<file path="src/bxd_queue.sv">
// short fifo between the front and the back
// no dependencies
module bxd_queue #(
    parameter int W = 8,
    parameter int DEPTH = 2,
    localparam int PW = (DEPTH > 1) ? $clog2(DEPTH) : 1,
    localparam int CNT_W = $clog2(DEPTH + 1)
) (
    input  logic         aclk,
    input  logic         aresetn,
    input  logic         push,
    input  logic [W-1:0] push_data,
    input  logic         pop,
    output logic [W-1:0] head,
    output logic         not_empty,
    output logic         full
);

    logic [W-1:0]     slot_reg [DEPTH];
    logic [PW-1:0]    wptr_reg, rptr_reg;
    logic [CNT_W-1:0] count_reg;

    function automatic logic [PW-1:0] bump(input logic [PW-1:0] p);
        return (p == PW'(DEPTH - 1)) ? '0 : PW'(p + PW'(1));
    endfunction

    // pointers and fill count
    always_ff @(posedge aclk) begin
        if (!aresetn) begin
            wptr_reg  <= '0;
            rptr_reg  <= '0;
            count_reg <= '0;
        end else begin
            if (push) begin
                wptr_reg <= bump(wptr_reg);
            end
            if (pop) begin
                rptr_reg <= bump(rptr_reg);
            end
            if (push && !pop) begin
                count_reg <= count_reg + CNT_W'(1);
            end else if (pop && !push) begin
                count_reg <= count_reg - CNT_W'(1);
            end
        end
    end

    // storage
    always_ff @(posedge aclk) begin
        if (push) begin
            slot_reg[wptr_reg] <= push_data;
        end
    end

    assign head      = slot_reg[rptr_reg];
    assign not_empty = count_reg != '0;
    assign full      = count_reg == CNT_W'(DEPTH);

endmodule

</file>
<file path="config.mk">
export PLATFORM = sky130hd
export DESIGN_NAME = bxd_queue
export DESIGN_NICKNAME = d
export VERILOG_FILES = /design/src/bxd_queue.sv
export SDC_FILE = /design/constraint.sdc
export NUM_CORES = 1
export LEC_CHECK = 0
export BUFFER_PORTS_ARGS = -buffer_cell sky130_fd_sc_hd__buf_2
export CAP_MARGIN = 20
export CORE_MARGIN = 2
export CORE_UTILIZATION = 44
export CTS_CLUSTER_DIAMETER = 100
export DETAILED_ROUTE_END_ITERATION = 16
export HOLD_SLACK_MARGIN = 0.12
export PLACE_DENSITY = 0.72
export RECOVER_POWER = 25
export SYNTH_ARGS = -nofsm -noshare
export SYNTH_HDL_FRONTEND = slang
export SYNTH_SLANG_ARGS = --single-unit
</file>
<file path="constraint.sdc">
create_clock -name aclk -period 1.1 [get_ports aclk]
set_input_delay 0.165 -clock aclk [delete_from_list [all_inputs] [get_ports aclk]]
set_output_delay 0.165 -clock aclk [all_outputs]
set_load 0.02 [all_outputs]
</file>
== After elaboration in Yosys (flattened, before gate mapping) ==
Memory sizes are Yosys's and may differ from the RTL's. A register that Yosys moved wholly into a read port is not among the register bits.
Index checks and enable logic that the tools add are counted.
Cells by class
  reductions and logical operators: 6
  mux-type cells: 8
  equality and inequality tests: 1
  $add $sub $neg: 4
Operator list (number)
  1-bit two-way mux: 6
  2-bit two-way mux: 2
  2-bit nonzero test: 2
  1-bit adder (second input constant): 2
  2-bit by 1-bit adder with 2-bit output (second input constant): 1
  2-bit equality test (second input constant): 1
  1-bit logical AND: 2
  1-bit zero test: 2
  2-bit by 1-bit subtractor with 2-bit output (second input constant): 1
Storage, ports and cells
  RAM bits: 16
  bits of input ports: 12
  output and inout port bits: 10
  memories kept: 1
  bits in registers: 4
Memories
  slot_reg: depth 2, width 8, rd ports 1, clocked after memory_dff 1, write ports 1, RTL line 19  | logic [W-1:0] slot_reg [DEPTH];

== Longest topological paths before layout ==
  depth after elaboration: 4
  gate-level depth with buffers: 5

== Worst setup path after synthesis ==
OpenSTA, ideal clock, no wires.
  path type: reg-to-reg
  from: register wptr_reg
  to: memory slot_reg[0][0] (enable)
  period minus slack after synthesis: 1.104 ns
  cell stages (with the launch flop): 2
  path buffers: 0
  arrival time: 0.730 ns
  slack: -0.004 ns
  data required time: 0.725 ns
  path through: dfxtp_1 nor2b_1
RTL lines
  from (decl): RTL line 20  | logic [PW-1:0] wptr_reg, rptr_reg;
  from (signal assigned): RTL line 35  | wptr_reg <= bump(wptr_reg);
  to (decl): RTL line 19
Straight into the memory's write port.

==> out/metrics.yaml <==
synth_ff_type: "edfxtp_1"
skew_ps: 14.37
rsz0062_at_grt: "yes"
worstSetupPathType: "reg2out"
violations: "negative setup slack"
dp_hpwl_um: 865.1
busiest_layer: "met2"
netlist_area_um2: 797.0
area_delta_synth_final_pct: 54.00
yosys_warnings: 0
grt.met2_usage_pct: 29.17
grt_pass1_vias: 523
grt_pass1_wl_um: 2132
portBuffers: 21
io_pins: 22
synth-seq-cells: 21
synth_most_common_cell: "edfxtp_1"
yosys-top-cells-count: "edfxtp_1, mux2_2, dfxtp_1, and2_1"
r2r_cells: 4
dpl_worst_slack_ps: -40.01
clockBufferDepth: 2
h-tree-depth: 1
syn-instance-count: 47
synth-seq-area-share_pct: 72.84
largest_reg_flops: 16
routed-via-count: 498
total_leakage_power_nw: 0.5140
hp-class: "in2reg"
tightestPinTransition_ps: 274.5
die_w_um: 46.56
timing.fmax_ghz: 0.7330
postRouteAntennaNets: 0
overflow: 0
maxCapViolations: 0
ys_top_cells_by_area: "edfxtp_1, dfxtp_1, mux2_2"
max-vdd-ir-drop_v: 0.0007783
first_pass_iters: 3
fp.coreArea_mm2: 0.001708
post-route-min-period_ps: 1364
fin_nets: 102
hold_viol_final: 0
drt_iter0_markers: 5
fin_crit_sh_pct: 124.0
synth_top_cell_area_share_pct: 60.28
die_area_mm2: 0.002168
design_area_mm2: 0.001227
startpoint_type: "flip-flop"
post_drt_wl_per_cell_um: 12.71
cp_max_fo: 4
slew_viol_final: 0
finalSetupViolCount: 10
arrival_ps: 1200
worstSetupEndpointType: "primary output"
drive_gt1_share_pct: 51.14
clk_pin_slew_worst_paths_ps: 120
std_cell_rows: 15
rr_endpoint: "count_reg[1]$_SDFFE_PN0P_"
yosysTopAreaCell: "edfxtp_1"
cts_tree: "built"
outcome: "finished with violations"
antenna_found_initial: 0
grt_max_degree: 13
synth.net_count: 60
drc: 0
start_util_pct: 46.67
synth_cell_types: 16
antennaDiodeCount: 0
drt-total-wl_um: 1436
worstPathRequired_ps: 940
grtUsageTotal_pct: 14.79
met3_usage_pct: 3.529
finalSetupTns_ps: -2204
routed_via_density: 4.407
clkSinkCount: 21
async_flop_share_pct: 0
worstHoldStart: "push"
hold_depth: 4
place_area_um2: 988.4
die_height_um: 46.56
holdPathEnd: "wptr_reg$_SDFFE_PN0P_"
syn_area_per_cell_um2: 16.96
setup_ws_ps: -264.3
reg2reg_from: "count_reg[0]$_SDFFE_PN0P_"
power_density_mw_per_mm2: 1395
clkLatencyLatePin_ps: 300
globalplace.congestion: 0.6210
slew_headroom_pct: 81.67
root_buffer: "clkbuf_4"
numCtsBuffers: 3
synth_edf_count: 16
grt_use_met1_pct: 14.54
ff2ff_setup_slack_ps: 10
[worst max-delay path by stage]
stage | startpoint | endpoint | slack (ps) | cells past startpoint
after floorplan | flip-flop | head[0] | 80 | 2
after global placement | pop | count_reg[1]$_SDFFE_PN0P_ | -0.4 | 5
after detailed placement | pop | count_reg[1]$_SDFFE_PN0P_ | -40 | 5
after CTS | flip-flop | head[1] | -270 | 3
after global routing | flip-flop | head[0] | -320 | 3
final | flip-flop | head[2] | -260 | 3
[critical path, cell delays in order (launching register included)]
cell,delay (ps)
dfxtp_2,360
buf_6,120
mux2_4,300
buf_6,130
[metal layers]
metal | vias to the layer above | routed length [µm]
li1 | 254 | -
met1 | 233 | 545
met2 | 11 | 842
met3 | 0 | 49
met4 | 0 | 0
met5 | - | 0
[power by group]
part	switching, mW	leakage (nW)	internal (mW)
Combinational	0.166	0.304	0.256
Sequential	0.0236	0.193	0.911
Clock	0.221	0.0177	0.135
[metrics by stage]
stage | util [%] | hold slack [ps] | total power [mW] | instances
2_1_floorplan | - | 263.9 | 1.116 | 47
3_3_place_gp | 57.88 | 353.8 | 1.221 | 98
3_5_place_dp | 57.88 | 356.6 | 1.231 | 98
4_1_cts | 71.87 | 283.2 | 1.713 | 113
5_1_grt | 71.87 | 291.1 | 1.786 | 113
6_report | 71.87 | 277.5 | 1.712 | 113
[cell usage in the layout (no fill, tap or decap), types with 2 or more instances in the layout]
cell type      instances
and2_1                 3
dfxtp_1                2
dfxtp_2                3
buf_2                  9
mux2_4                 8
nor2b_1                2
xor2_1                 2
edfxtp_1              16
dlygate4sd3_1          9
clkbuf_4               3
buf_4                  4
buf_6                 13
clkbuf_1               2
[kinds of logic after synthesis]
kind of cell	Yosys count	share of synthesized area, %
xor gates and xnor gates	3	3.297
AOI/OAI and AO/OA	3	2.512
and+or+nand+nor	9	7.379
DFF	21	72.84
buffers and inverters	2	1.098
adders and majority gates	1	1.570
muxes	8	11.30
[final cells by class]
| type | instances | area [µm²] |
|---|---|---|
| flip-flops and latches | 21 | 584.3 |
| fillers | 119 | 480.5 |
| repair buffers | 38 | 339.1 |
| multi-input cells | 24 | 241.5 |
| well taps | 25 | 31.28 |
| clock buffers | 3 | 22.52 |
| clock inverters | 1 | 5.005 |
| inverters | 1 | 3.754 |
[timing repair]
item,4_1_cts,5_1_grt
hold buffers,9,0
pin swaps,2,0
hold endpoints to repair,17,0
gates resized for setup,34,2
setup buffers,2,0
endpoints found under the setup margin,10,19
(Power assumes the default switching activity.)
