<file path="config.mk">
export PLATFORM = sky130hd
export DESIGN_NAME = bxd_front
export DESIGN_NICKNAME = d
export VERILOG_FILES = /design/src/bxd_pkg.sv /design/src/bxd_div.sv /design/src/bxd_front.sv
export SDC_FILE = /design/constraint.sdc
export NUM_CORES = 1
export LEC_CHECK = 0
export BUFFER_PORTS_ARGS = -buffer_cell sky130_fd_sc_hd__buf_2
export CAP_MARGIN = 20
export CORE_MARGIN = 1
export CORE_UTILIZATION = 30
export DETAILED_ROUTE_END_ITERATION = 8
export HOLD_SLACK_MARGIN = 0.06
export SLEW_MARGIN = 20
export SYNTH_ARGS = -nofsm -noshare
export SYNTH_HDL_FRONTEND = slang
export SYNTH_SLANG_ARGS = --single-unit
</file>
<file path="constraint.sdc">
create_clock -name aclk -period 8.5 [get_ports aclk]
set_input_delay 0 -clock aclk [delete_from_list [all_inputs] [get_ports aclk]]
set_output_delay 0 -clock aclk [all_outputs]
set_load 0.01 [all_outputs]
</file>
<file path="src/bxd_pkg.sv">
// shared types and constants for the box area downscaler
// no dependencies
package bxd_pkg;

    // default maximum image size
    localparam int MAX_WIDTH_DEF  = 4096;
    localparam int MAX_HEIGHT_DEF = 4096;

    // register file
    localparam int REG_W    = 13;
    localparam int ADDR_W   = 4;
    localparam int DATA_W   = 32;
    localparam int SIZE_RST = 256;

    localparam logic [1:0] REG_SRC_WIDTH  = 2'd0;
    localparam logic [1:0] REG_SRC_HEIGHT = 2'd1;
    localparam logic [1:0] REG_DST_WIDTH  = 2'd2;
    localparam logic [1:0] REG_DST_HEIGHT = 2'd3;

    // pixel and accumulator sizes
    localparam int PIX_W   = 8;
    localparam int CHAN    = 4;
    localparam int SUM_W   = 32;
    localparam int QUO_W   = 8;
    localparam int QUEUE_DEPTH = 2;

    typedef enum logic [1:0] {
        F_START,
        F_WAIT,
        F_RUN
    } front_state_t;

    typedef enum logic [1:0] {
        B_IDLE,
        B_ACC,
        B_DIV,
        B_DONE
    } back_state_t;

    // per pixel classification handed from front to back
    typedef struct packed {
        logic fresh;
        logic emit;
        logic last_col;
        logic last_frame;
    } bxd_flags_t;

endpackage

</file>
<file path="src/bxd_div.sv">
// restoring unsigned divider, one quotient bit per cycle
// no dependencies
module bxd_div #(
    parameter int W = 13,
    localparam int CNT_W = $clog2(W + 1)
) (
    input  logic         aclk,
    input  logic         aresetn,
    input  logic         start,
    input  logic [W-1:0] num,
    input  logic [W-1:0] den,
    output logic         busy,
    output logic [W-1:0] quo,
    output logic [W-1:0] rem
);

    logic             busy_reg, busy_next;
    logic [CNT_W-1:0] cnt_reg, cnt_next;
    logic [W-1:0]     quo_reg, quo_next;
    logic [W-1:0]     rem_reg, rem_next;
    logic [W:0]       trial;
    logic             fits;

    // one shift and subtract step
    always_comb begin
        trial     = {rem_reg, quo_reg[W-1]};
        fits      = trial >= {1'b0, den};
        busy_next = busy_reg;
        cnt_next  = cnt_reg;
        quo_next  = quo_reg;
        rem_next  = rem_reg;
        if (start) begin
            busy_next = 1'b1;
            cnt_next  = CNT_W'(W);
            quo_next  = num;
            rem_next  = '0;
        end else if (busy_reg) begin
            quo_next  = {quo_reg[W-2:0], fits};
            rem_next  = fits ? W'(trial - {1'b0, den}) : W'(trial);
            cnt_next  = cnt_reg - CNT_W'(1);
            busy_next = cnt_reg != CNT_W'(1);
        end
    end

    always_ff @(posedge aclk) begin
        if (!aresetn) begin
            busy_reg <= 1'b0;
            cnt_reg  <= '0;
        end else begin
            busy_reg <= busy_next;
            cnt_reg  <= cnt_next;
        end
        quo_reg <= quo_next;
        rem_reg <= rem_next;
    end

    assign busy = busy_reg;
    assign quo  = quo_reg;
    assign rem  = rem_reg;

endmodule

</file>
<file path="src/bxd_front.sv">
// front end: size registers, boundary setup and per pixel classification
// depends on bxd_pkg and bxd_div
module bxd_front #(
    parameter int MAX_WIDTH = 4096,
    parameter int MAX_HEIGHT = 4096,
    localparam int CW = $clog2(MAX_WIDTH + 1),
    localparam int RW = $clog2(MAX_HEIGHT + 1)
) (
    input  logic                         aclk,
    input  logic                         aresetn,
    input  logic                         psel,
    input  logic                         penable,
    input  logic                         pwrite,
    input  logic [bxd_pkg::ADDR_W-1:0]   paddr,
    input  logic [bxd_pkg::DATA_W-1:0]   pwdata,
    output logic [bxd_pkg::DATA_W-1:0]   prdata,
    input  logic                         s_valid,
    output logic                         s_ready,
    input  logic                         s_frame_start,
    input  logic                         q_full,
    output logic                         q_push,
    output bxd_pkg::bxd_flags_t          q_flags,
    output logic [CW-1:0]                q_col,
    output logic [CW-1:0]                q_box_w,
    output logic [RW-1:0]                q_box_h
);

    import bxd_pkg::*;

    logic [REG_W-1:0] src_w_reg, src_h_reg, dst_w_reg, dst_h_reg;
    front_state_t     state_reg, state_next;

    logic [CW-1:0] sw, dw, qw, rw;
    logic [RW-1:0] sh, dh, qh, rh;
    logic          busy_w, busy_h, div_start, load_frame, accept, cfg_wr;

    logic [CW-1:0] sc_reg, oc_reg, bcs_reg, bce_reg, remc_reg;
    logic [RW-1:0] sr_reg, or_reg, brs_reg, bre_reg, remr_reg;
    logic [CW-1:0] sc_next, oc_next, bcs_next, bce_next, remc_next;
    logic [RW-1:0] sr_next, or_next, brs_next, bre_next, remr_next;
    logic [CW-1:0] cur_sc, cur_oc, cur_bcs, cur_bce, cur_remc, sc_inc;
    logic [RW-1:0] cur_sr, cur_or, cur_brs, cur_bre, cur_remr, sr_inc;
    logic [CW:0]   col_sum;
    logic [RW:0]   row_sum;
    logic          col_carry, row_carry;
    logic [CW-1:0] nbce, nremc;
    logic [RW-1:0] nbre, nremr;

    // register writes and reads
    assign cfg_wr = psel && penable && pwrite;

    always_ff @(posedge aclk) begin
        if (!aresetn) begin
            src_w_reg <= REG_W'(SIZE_RST);
            src_h_reg <= REG_W'(SIZE_RST);
            dst_w_reg <= REG_W'(SIZE_RST);
            dst_h_reg <= REG_W'(SIZE_RST);
        end else if (cfg_wr) begin
            case (paddr[3:2])
                REG_SRC_WIDTH:  src_w_reg <= pwdata[REG_W-1:0];
                REG_SRC_HEIGHT: src_h_reg <= pwdata[REG_W-1:0];
                REG_DST_WIDTH:  dst_w_reg <= pwdata[REG_W-1:0];
                REG_DST_HEIGHT: dst_h_reg <= pwdata[REG_W-1:0];
                default: ;
            endcase
        end
    end

    always_comb begin
        case (paddr[3:2])
            REG_SRC_WIDTH:  prdata = DATA_W'(src_w_reg);
            REG_SRC_HEIGHT: prdata = DATA_W'(src_h_reg);
            REG_DST_WIDTH:  prdata = DATA_W'(dst_w_reg);
            REG_DST_HEIGHT: prdata = DATA_W'(dst_h_reg);
            default:        prdata = '0;
        endcase
    end

    // clamped sizes
    assign sw = (src_w_reg == '0) ? CW'(1) :
                (32'(src_w_reg) > 32'(MAX_WIDTH)) ? CW'(MAX_WIDTH) : CW'(src_w_reg);
    assign sh = (src_h_reg == '0) ? RW'(1) :
                (32'(src_h_reg) > 32'(MAX_HEIGHT)) ? RW'(MAX_HEIGHT) : RW'(src_h_reg);
    assign dw = (dst_w_reg == '0) ? CW'(1) :
                (32'(dst_w_reg) > 32'(sw)) ? sw : CW'(dst_w_reg);
    assign dh = (dst_h_reg == '0) ? RW'(1) :
                (32'(dst_h_reg) > 32'(sh)) ? sh : RW'(dst_h_reg);

    // step size and remainder of the box boundaries
    bxd_div #(.W(CW)) u_div_w (
        .aclk(aclk), .aresetn(aresetn), .start(div_start),
        .num(sw), .den(dw), .busy(busy_w), .quo(qw), .rem(rw)
    );

    bxd_div #(.W(RW)) u_div_h (
        .aclk(aclk), .aresetn(aresetn), .start(div_start),
        .num(sh), .den(dh), .busy(busy_h), .quo(qh), .rem(rh)
    );

    // setup sequencer: next state
    always_comb begin
        state_next = state_reg;
        if (cfg_wr) begin
            state_next = F_START;
        end else begin
            case (state_reg)
                F_START: state_next = F_WAIT;
                F_WAIT:  if (!busy_w && !busy_h) state_next = F_RUN;
                F_RUN:   state_next = F_RUN;
                default: state_next = F_START;
            endcase
        end
    end

    // setup sequencer: outputs
    always_comb begin
        div_start  = state_reg == F_START;
        load_frame = (state_reg == F_WAIT) && !busy_w && !busy_h;
        s_ready    = (state_reg == F_RUN) && !q_full;
    end

    always_ff @(posedge aclk) begin
        if (!aresetn) begin
            state_reg <= F_START;
        end else begin
            state_reg <= state_next;
        end
    end

    assign accept = s_valid && s_ready;

    // position as seen by this word, after an optional frame restart
    always_comb begin
        cur_sc   = s_frame_start ? '0 : sc_reg;
        cur_oc   = s_frame_start ? '0 : oc_reg;
        cur_bcs  = s_frame_start ? '0 : bcs_reg;
        cur_bce  = s_frame_start ? qw : bce_reg;
        cur_remc = s_frame_start ? rw : remc_reg;
        cur_sr   = s_frame_start ? '0 : sr_reg;
        cur_or   = s_frame_start ? '0 : or_reg;
        cur_brs  = s_frame_start ? '0 : brs_reg;
        cur_bre  = s_frame_start ? qh : bre_reg;
        cur_remr = s_frame_start ? rh : remr_reg;
        sc_inc   = CW'(cur_sc + CW'(1));
        sr_inc   = RW'(cur_sr + RW'(1));
    end

    // classification of the word
    always_comb begin
        q_push              = accept;
        q_flags.fresh       = (cur_sr == cur_brs) && (cur_sc == cur_bcs);
        q_flags.emit        = (sr_inc == cur_bre) && (sc_inc == cur_bce);
        q_flags.last_col    = CW'(cur_oc + CW'(1)) == dw;
        q_flags.last_frame  = q_flags.last_col && (RW'(cur_or + RW'(1)) == dh);
        q_col               = cur_oc;
        q_box_w             = CW'(cur_bce - cur_bcs);
        q_box_h             = RW'(cur_bre - cur_brs);
    end

    // next box boundaries by remainder stepping
    always_comb begin
        col_sum   = {1'b0, cur_remc} + {1'b0, rw};
        col_carry = col_sum >= {1'b0, dw};
        nbce      = CW'(cur_bce + qw + CW'(col_carry));
        nremc     = col_carry ? CW'(col_sum - {1'b0, dw}) : CW'(col_sum);
        row_sum   = {1'b0, cur_remr} + {1'b0, rh};
        row_carry = row_sum >= {1'b0, dh};
        nbre      = RW'(cur_bre + qh + RW'(row_carry));
        nremr     = row_carry ? RW'(row_sum - {1'b0, dh}) : RW'(row_sum);
    end

    // position update
    always_comb begin
        sc_next   = sc_inc;
        oc_next   = cur_oc;
        bcs_next  = cur_bcs;
        bce_next  = cur_bce;
        remc_next = cur_remc;
        sr_next   = cur_sr;
        or_next   = cur_or;
        brs_next  = cur_brs;
        bre_next  = cur_bre;
        remr_next = cur_remr;
        if (sc_inc >= sw) begin
            sc_next   = '0;
            oc_next   = '0;
            bcs_next  = '0;
            bce_next  = qw;
            remc_next = rw;
            sr_next   = sr_inc;
            if (sr_inc >= sh) begin
                sr_next   = '0;
                or_next   = '0;
                brs_next  = '0;
                bre_next  = qh;
                remr_next = rh;
            end else if (sr_inc >= cur_bre) begin
                or_next   = RW'(cur_or + RW'(1));
                brs_next  = cur_bre;
                bre_next  = nbre;
                remr_next = nremr;
            end
        end else if (sc_inc >= cur_bce) begin
            oc_next   = CW'(cur_oc + CW'(1));
            bcs_next  = cur_bce;
            bce_next  = nbce;
            remc_next = nremc;
        end
    end

    always_ff @(posedge aclk) begin
        if (!aresetn) begin
            sc_reg   <= '0;
            oc_reg   <= '0;
            bcs_reg  <= '0;
            bce_reg  <= '0;
            remc_reg <= '0;
            sr_reg   <= '0;
            or_reg   <= '0;
            brs_reg  <= '0;
            bre_reg  <= '0;
            remr_reg <= '0;
        end else if (load_frame) begin
            sc_reg   <= '0;
            oc_reg   <= '0;
            bcs_reg  <= '0;
            bce_reg  <= qw;
            remc_reg <= rw;
            sr_reg   <= '0;
            or_reg   <= '0;
            brs_reg  <= '0;
            bre_reg  <= qh;
            remr_reg <= rh;
        end else if (accept) begin
            sc_reg   <= sc_next;
            oc_reg   <= oc_next;
            bcs_reg  <= bcs_next;
            bce_reg  <= bce_next;
            remc_reg <= remc_next;
            sr_reg   <= sr_next;
            or_reg   <= or_next;
            brs_reg  <= brs_next;
            bre_reg  <= bre_next;
            remr_reg <= remr_next;
        end
    end

endmodule

</file>
; ---- Word level (Yosys, flattened, before mapping)
; Cells that the tools add are included.
[totals]
rom_bits = 0
elab_cells = 167
latchBits = 0
output_inout_bits = 77
mem_bits_rw = 0
regBits = 246
in_bits = 44
memories = 0
[op_classes]
multipliers = 0
addsub = 18
n_mux = 68
magnitude_cmp = 12
reduce_logical = 29
n_bitwise = 1
shifts = 0
div_mod_pow = 0
n_eq_ne = 14
[op_table]
columns = operator, n
row1 = 13-bit two-way mux, 57
row2 = 32-bit one-hot mux with 4 select lines, 1
row3 = 13-bit equality test, 6
row4 = 13-bit subtractor, 6
row5 = 14-bit by 13-bit greater-or-equal comparator with 1-bit output, 4
row6 = 13-bit by 1-bit adder with 13-bit output (second input constant), 4
row7 = 13-bit greater-or-equal comparator, 4
row8 = 13-bit zero test, 4
row9 = 13-bit by 13-bit adder with 14-bit output, 2
row10 = 13-bit by 1-bit adder with 13-bit output, 2
row11 = 13-bit adder, 2
row12 = 13-bit > comparator, 2
row13 = 13-bit > comparator (second input constant), 2
row14 = 4-bit two-way mux, 4
row15 = 1-bit logical AND, 10
row16 = 4-bit by 1-bit inequality test with 1-bit output (second input constant), 2
row17 = 2-bit AND reduction, 4
row18 = 4-bit by 1-bit subtractor with 4-bit output (second input constant), 2
row19 = 2-bit equality test (second input constant), 3
row20 = 2-bit one-hot mux with 3 select lines, 1
row21 = 2-bit nonzero test, 3
row22 = 2-bit OR reduction, 3
row23 = 2-bit by 1-bit equality test with 1-bit output (second input constant), 2
row24 = 2-bit zero test, 2
row25 = 5 further kinds, 10

; ---- Logic depth before layout (Yosys ltp)
; Gate-level depths: netlist of the first run.
[depth]
depth_word = 13
depth_mapped = 33
depth_no_buf = 30

; ---- Modules after synthesis
; Synthesis of the first run repeated with hierarchy kept, for this count alone.
[hier_totals]
hier_cells = 2849
area_unflattened_um2 = 22395.2
[by_module_without_submodules]
columns = module, seq_area_each_um2, area_each_um2, cells_each, n_inst
row1 = bxd_front, 3683.5, 18073.6, 2379, 1
row2 = bxd_div, 750.7, 2160.8, 235, 2

; ---- Worst setup path before layout of the first run
; Ideal clock, no wire load.
[synth_path]
kind = reg-to-reg
start = register src_w_reg[12]
end = register bce_reg[12]
path_slack_ns = 1.354
setup_time_ns = 0.122
arrival_ns = 7.024
n_path_buf = 4
period_less_slack_ns = 7.146
stages_incl_launch_ff = 31
required_time_ns = 8.378
cell_sequence = dfxtp_1 -> clkbuf_1 -> clkinv_1 -> nand2_1 -> ha_1 -> a211oi_1 -> nor2_1 -> o31a_1 -> o31a_1 -> buf_4 -> mux2i_1 -> or2_2 -> fa_1 -> a21o_1 -> a21oi_4 -> o221ai_2 -> a2111oi_4 -> nor3b_1 -> or4_1 -> buf_2 -> buf_6 -> fa_1 -> fa_1 -> a21o_1 -> a21o_1 -> nand2_1 -> a21oi_1 -> a211oi_1 -> nor3_1 -> o22a_1 -> o311a_1
[synth_via]
elab_chain_len = 12
word_cells_on_any_way = 14
classes_between = add/sub: 1 / order compare: 4 / mux: 8 / reduce/logical: 1
[synth_lines]
columns = element, line_no
row1 = "start, declared", bxd_front.sv:30  ; logic [REG_W-1:0] src_w_reg, src_h_reg, dst_w_reg, dst_h_reg;
row2 = "start signal, assigned", bxd_front.sv:54  ; src_w_reg <= REG_W'(SIZE_RST);
row3 = "start signal, assigned", bxd_front.sv:60  ; REG_SRC_WIDTH: src_w_reg <= pwdata[REG_W-1:0];
row4 = 13-bit > comparator, bxd_front.sv:81  ; (32'(src_w_reg) > 32'(MAX_WIDTH)) ? CW'(MAX_WIDTH) : CW'(src_w_reg);
row5 = 13-bit two-way mux, bxd_front.sv:81
row6 = 13-bit two-way mux (*), bxd_front.sv:80  ; assign sw = (src_w_reg == '0) ? CW'(1) :
row7 = 13-bit > comparator, bxd_front.sv:85  ; (32'(dst_w_reg) > 32'(sw)) ? sw : CW'(dst_w_reg);
row8 = 13-bit two-way mux, bxd_front.sv:85
row9 = 13-bit two-way mux, bxd_front.sv:84  ; assign dw = (dst_w_reg == '0) ? CW'(1) :
row10 = 14-bit by 13-bit greater-or-equal comparator with 1-bit output, bxd_front.sv:163  ; col_carry = col_sum >= {1'b0, dw};
row11 = 13-bit by 1-bit adder with 13-bit output, bxd_front.sv:164  ; nbce = CW'(cur_bce + qw + CW'(col_carry));
row12 = 13-bit two-way mux, bxd_front.sv:203  ; end else if (sc_inc >= cur_bce) begin
row13 = 13-bit two-way mux (*), bxd_front.sv:184  ; if (sc_inc >= sw) begin
row14 = 13-bit two-way mux (*), bxd_front.sv:234  ; end else if (accept) begin
row15 = 13-bit two-way mux (*), bxd_front.sv:223  ; end else if (load_frame) begin
row16 = "end signal, assigned", bxd_front.sv:227  ; bce_reg <= qw;
row17 = "end signal, assigned", bxd_front.sv:238  ; bce_reg <= bce_next;
row18 = "end, declared", bxd_front.sv:37  ; logic [CW-1:0] sc_reg, oc_reg, bcs_reg, bce_reg, remc_reg;
; Mark *: on every way between the ends. The rest lies on a longest branch, timed or not. The select of a mux whose other input is x is not followed.
; A chain may end at the register's enable or synchronous reset.

; ---- Worst setup path in the final report of the first run
; Ends and elaborated chain as after synthesis.

==> results.txt, run 1 <==
status: completed
number of synthesized flops with an enable pin: 26
Synth Instances: 2,722
vias in the first global route: 19,000
Synth Register Bits: 246
Reg2Reg Setup Slack: 670 ps
row count: 98
Synth Warn #: 0
DR DRC count: 0
Synth Cell Area: 0.0218 mm2
worst r2r dst: bce_reg[12]$_SDFFE_PN0P_
CTS tree: built
Iter 0 DRT Violations: 1,430
WP data required: 8980 ps
Critical Path Fanout Max: 13
core area: 0.0717 mm2
detailed-placement wirelength estimate: 53,400 um
Final Cycle Share: 92.1%
Seq/Total Area, Yosys: 23.8%
Async SR Flop Fraction: 0%
# H-tree levels: 1
internal power: 0.00454 W
largest net degree at the start of global routing: 104
CP Class: register to register
CTS Sinks: 246
area grow syn2layout: 12.5%
fraction of layout cells with a size suffix above 1: 9.96%
Post-CTS Setup Repair Bufs: 0
WHS Endpoint: remc_reg[11]$_SDFFE_PN0P_
Sw Pwr: 0.00379 W
maxcap violations: 0
commonest non-fill, non-tap cells in the layout: nand2_1, nor2_1, dfxtp_1
Root Driver: clkbuf_16
Routed WL: 71,700 um
P_leak: 10.1 nW
worst r2r src: src_w_reg[12]$_SDFFE_PN0P_
Worst setup SP type: register
antenna violations before repair: 0
Clock Path Buffers: 3
Worst slew margin: 32.1%
port bufs: 80
Routed wire per std cell: 19.1 um
ys flop type: dfxtp_1
worst r2r path cells: 26
WL met2: 33,900 um
sequential group share of total power: 19.8%
fmax: 128 MHz
number of hold violations in the final report: 0
crit path capture type: register
Fillers: 7,572
Num CTS Buffers: 30
Netlist cell types: 91
final core utilization: 34.2%
Final GP Congestion: 0.911
clk_lat worst skew: 610 ps
Top Metal Used: met4
number of detailed-route iterations in the first pass: 5
met1 wire length: 31,600 um
worst min path class: input port to register
mean post-synth cell area: 8.01 um2
Die Span X: 272 um
worst vdd ir: 0.229 mV
dpl cells: 3,666
most common cell after layout, fill and taps aside: nand2_1
initial core utilization: 30.4%
setup TNS: 0 ps
clock power share: 17.8%
Hold Startpoint: s_frame_start
Worst Skew: 34.7 ps
Tightest Pin Transition: 1020 ps
total congestion overflow: 0
final period demand of the worst path: 7830 ps
final slew viol count: 0
via count: 20,300
pwr dens: 340 mW/mm2
RSZ-0062 raised after global routing: false
Setup Viol. Count Final: 0
Top Ports: 121
Die H: 272 um
vias per cell: 5.42
die area: 0.0737 mm2
logic gate share of total power: 62.4%
nets@finish: 3,037
met3 routed WL: 3650 um
Worst-path clk slew: 70 ps
fin cells: 3,743
first-pass GRT wire length: 111,000 um
Cells on Worst Hold Path: 4
Net Sw Frac: 45.5%
DRT antenna net count: 0
GR Util All Layers: 18.8%
Worst EP arrival: 8300 ps
[timing repair]
action,in CTS,in global routing
endpoints found under the hold margin,84,0
resized for setup,0,0
hold buffers,20,0
[worst max path at each step]
stage	to	start	slack, ps	depth (start not counted)
floorplan	bce_reg[12]$_SDFFE_PN0P_	src_w_reg[12]$_SDFFE_PN0P_	1350	30
detailed placement	bce_reg[12]$_SDFFE_PN0P_	src_w_reg[12]$_SDFFE_PN0P_	820	26
global route	bce_reg[12]$_SDFFE_PN0P_	src_w_reg[12]$_SDFFE_PN0P_	310	26
global placement	bce_reg[12]$_SDFFE_PN0P_	src_w_reg[12]$_SDFFE_PN0P_	810	26
finish	bce_reg[12]$_SDFFE_PN0P_	src_w_reg[12]$_SDFFE_PN0P_	670	26
CTS	bce_reg[12]$_SDFFE_PN0P_	src_w_reg[12]$_SDFFE_PN0P_	740	28
[final cells by class]
class / count / area [um2] / share of cell area (%)
clock inverter: 21 / 325 / 1.33
multi-input combinational: 2216 / 15600 / 63.6
timing repair buffer: 139 / 911 / 3.71
clock buffer: 35 / 820 / 3.34
sequential: 246 / 5180 / 21.1
tap: 950 / 1190 / 4.85
antenna: 1 / 2.50 / 0.0102
inverter: 135 / 507 / 2.07
[critical path, cell delays in order, from the launching register on]
cell and delay (ps):
dfxtp_1 560, clkinv_1 330, nand2_1 280, ha_1 210
nand3_1 110, nor3_1 270, o31a_1 300, o31a_1 590
mux2i_1 150, or2_2 380, fa_1 480, a21o_1 210
a21oi_4 190, o221ai_2 180, a2111oi_4 340, nor3b_1 100
or4_1 640, fa_1 450, fa_1 420, a21o_1 180
a21o_1 190, nand2_1 90, a21oi_1 130, a211oi_1 230
nor3_1 140, o22a_1 230, o311a_1 280
[metal layers]
metal | GRT usage, % | up-vias
met5 | 0 | -
met4 | 6.28 | 0
met3 | 2.06 | 147
met2 | 32.1 | 624
met1 | 24.5 | 9559
li1 | - | 9946
[logic make-up after synthesis]
kind of cell               share of synthesized area (%)
xor gates and xnor gates                            7.51
and+or+nand+nor                                     19.6
adders and majority gates                           13.3
AOI/OAI and AO/OA                                   22.3
buffers and inverters                               5.22
muxes                                               8.27
DFF                                                 23.8
other                                             0.0172
[power by group through the flow]
| stage | combinational, W | clock (W) | sequential [W] |
|---|---|---|---|
| after detailed placement | 0.00518 | 0 | 0.00167 |
| after floorplan | 0.00409 | 0 | 0.00156 |
| final | 0.00520 | 0.00149 | 0.00165 |
| after CTS | 0.00521 | 0.00151 | 0.00164 |
| after global placement | 0.00516 | 0 | 0.00167 |
| after global routing | 0.00576 | 0.00156 | 0.00167 |
[cell usage after synthesis, drive strengths merged, types with 12 or more instances]
cell type / n / area (um2)
mux2i: 80 / 801
a22oi: 33 / 248
nor3: 64 / 325
o31ai: 12 / 90.1
nand3: 90 / 450
mux2: 61 / 709
nor2: 225 / 847
mux4: 13 / 293
a221oi: 12 / 105
nor2b: 60 / 378
a211oi: 48 / 360
and3: 22 / 138
dfxtp: 220 / 4400
nand2: 315 / 1180
buf: 46 / 267
o221ai: 25 / 225
a21boi: 67 / 503
xnor2: 119 / 1040
o21ai: 133 / 666
fa: 12 / 240
a22o: 19 / 166
or2: 14 / 87.6
o21bai: 15 / 113
inv: 133 / 499
o211ai: 15 / 113
nor4: 20 / 131
a21o: 38 / 285
ha: 213 / 2670
o21a: 28 / 210
nand4: 28 / 175
or3: 21 / 131
xor2: 68 / 596
edfxtp: 26 / 781
a31oi: 22 / 144
and4: 12 / 105
clkbuf: 97 / 364
a21oi: 162 / 826
[per-stage QoR]
step	instance area, um2	hold WS, ps	power (W)	setup WS, ps
2_1_floorplan	21900	53.5	0.00565	1350
3_3_place_gp	23200	254	0.00682	814
3_5_place_dp	23200	255	0.00684	817
4_1_cts	24500	79.9	0.00836	737
5_1_grt	24500	172	0.00900	307
6_report	24500	115	0.00834	673
Power figures use the tool's default switching activity.
==> inputs of run 2 (changes only) <==
--- a/config.mk
+++ b/config.mk
@@ -8,9 +8,10 @@
 export BUFFER_PORTS_ARGS = -buffer_cell sky130_fd_sc_hd__buf_2
 export CAP_MARGIN = 20
 export CORE_MARGIN = 1
-export CORE_UTILIZATION = 30
+export CORE_UTILIZATION = 63
 export DETAILED_ROUTE_END_ITERATION = 8
 export HOLD_SLACK_MARGIN = 0.06
+export PLACE_DENSITY = 0.82
 export SLEW_MARGIN = 20
 export SYNTH_ARGS = -nofsm -noshare
 export SYNTH_HDL_FRONTEND = slang
==> run 2 against run 1 <==
Against the previous run:
- clock-buffer cell count is 7 higher
- flip-flop and latch count stayed put
- hold slack better by 9.6 ps
- final cell count is 14% lower
- power is 1.4% lower
- critical path type unchanged
- critical endpoint unchanged
- largest power group unchanged
- highest routed layer unchanged
==> results.txt, run 2 (synthesis results as in run 1) <==
status: completed
via count: 21,500
setup TNS: 0 ps
port bufs: 80
fraction of layout cells with a size suffix above 1: 9.54%
vias in the first global route: 20,700
Root Driver: clkbuf_16
most common cell after layout, fill and taps aside: nand2_1
maxcap violations: 0
detailed-placement wirelength estimate: 50,300 um
Worst EP arrival: 8520 ps
die area: 0.0353 mm2
crit path capture type: register
Top Ports: 121
Die Span X: 188 um
WP data required: 8960 ps
CTS Sinks: 246
Tightest Pin Transition: 1090 ps
antenna violations before repair: 0
Final Cycle Share: 94.8%
commonest non-fill, non-tap cells in the layout: nand2_1, nor2_1, dfxtp_1
RSZ-0062 raised after global routing: false
CP Class: register to register
Num CTS Buffers: 28
Clock Path Buffers: 3
Worst setup SP type: register
P_leak: 10.0 nW
vias per cell: 6.65
DR DRC count: 0
GR Util All Layers: 38.0%
final setup margin: 444 ps
row count: 67
Post-CTS Setup Repair Bufs: 0
number of detailed-route iterations in the first pass: 7
Routed WL: 68,600 um
core area: 0.0338 mm2
initial core utilization: 64.5%
worst min path class: input port to register
area grow syn2layout: 8.71%
final slew viol count: 0
CTS tree: built
pwr dens: 347 mW/mm2
Worst Skew: 15.0 ps
final period demand of the worst path: 8060 ps
nets@finish: 3,036
largest net degree at the start of global routing: 93
# H-tree levels: 1
Worst-path clk slew: 60 ps
number of hold violations in the final report: 0
Iter 0 DRT Violations: 2,114
Worst slew margin: 26.9%
first-pass GRT wire length: 108,000 um
Setup Viol. Count Final: 0
fmax: 124 MHz
Setup Slack @ Placement: 706 ps
clk_lat worst skew: 580 ps
Critical Path Fanout Max: 13
DRT antenna net count: 0
worst vdd ir: 0.477 mV
n_diodes: 0
Final GP Congestion: 0.954
total congestion overflow: 0
Routed wire per std cell: 21.2 um
Die H: 188 um
## run 2: changes by cell type in the layout (fill, tap and decap cells not counted), moves of 3 or more
| cell | before | now |
|---|---|---|
| buf_4 | 40 | 45 |
| bufinv_16 | 6 | 2 |
| clkbuf_1 | 0 | 5 |
| clkinv_2 | 1 | 5 |
| clkinv_4 | 5 | 0 |
| clkinvlp_4 | 5 | 1 |
| dlygate4sd3_1 | 20 | 17 |
## run 2: cell type report
class                      count  area [um2]
clock buffer                  42         888
clock inverter                 8        92.6
fill                        2768       10100
inverter                     135         507
multi-input combinational   2216       15600
sequential                   246        5190
tap                          448         561
timing repair buffer         140         898
## run 2: stage by stage
stage                     std cells  utilization, %  hold WS, ps  power (W)  instance area, um2
after global routing           3235            70.1          151    0.00876               23700
after global placement         3167            66.7          293    0.00662               22500
final                          3235            70.1          124    0.00822               23700
after detailed placement       3167            66.7          306    0.00679               22500
after floorplan                2740               -         53.5    0.00565               21900
after CTS                      3234            70.1         95.5    0.00812               23700
## run 2: what timing repair did
action                                  4_1_cts  5_1_grt
gates resized for setup                       0        1
endpoints found under the setup margin        0        1
endpoints found under the hold margin        80        0
hold buffers                                 17        0
## run 2: worst max-delay path, stage by stage (launching register included)
cell and delay [ps]:
dfxtp_1 590, clkinv_1 340, nand2_1 300, ha_1 210, nand3_1 110, nor3_1 280
o31a_1 280, o31a_1 600, mux2i_1 160, or2_2 370, fa_1 470, a21o_1 200
a21oi_4 200, o221ai_2 190, a2111oi_4 370, nor3b_1 110, or4_1 640, fa_1 470
fa_1 430, a21o_1 180, a21o_1 200, nand2_1 100, a21oi_1 130, a211oi_1 290
nor3_1 170, a311oi_1 330, a311oi_1 80, o311a_1 130
## run 2: path summary, 6_finish.rpt
| check | startpoint | end | slack (ps) | cells after the start |
|---|---|---|---|---|
| setup / recovery | src_w_reg[12]$_SDFFE_PN0P_ | bce_reg[12]$_SDFFE_PN0P_ | 440 | 27 |
| hold / removal | s_valid | sc_reg[1]$_SDFFE_PP0P_ | 120 | 5 |
| setup reg to reg | src_w_reg[12]$_SDFFE_PN0P_ | bce_reg[12]$_SDFFE_PN0P_ | 440 | 27 |
| hold reg to reg | bce_reg[4]$_SDFFE_PN0P_ | bce_reg[4]$_SDFFE_PN0P_ | 450 | 2 |
## run 2: where the power goes
group / leakage, nW / switching [W] / internal, W
combinational: 7.47 / 0.00299 / 0.00226
sequential: 2.07 / 0.000266 / 0.00139
clock: 0.484 / 0.000533 / 0.000778
total: 10.0 / 0.00378 / 0.00443
## run 2: layer usage
layer / wire [um] / share of wire [%] / up-vias / global-route usage [%]
met1: 26000 / 38 / 10100 / 45.8
met5: 0 / 0 / - / 0
met3: 6680 / 9.7 / 309 / 7.11
met4: 3910 / 5.7 / 0 / 21.0
met2: 32000 / 47 / 1199 / 63.6
li1: - / - / 9940 / -
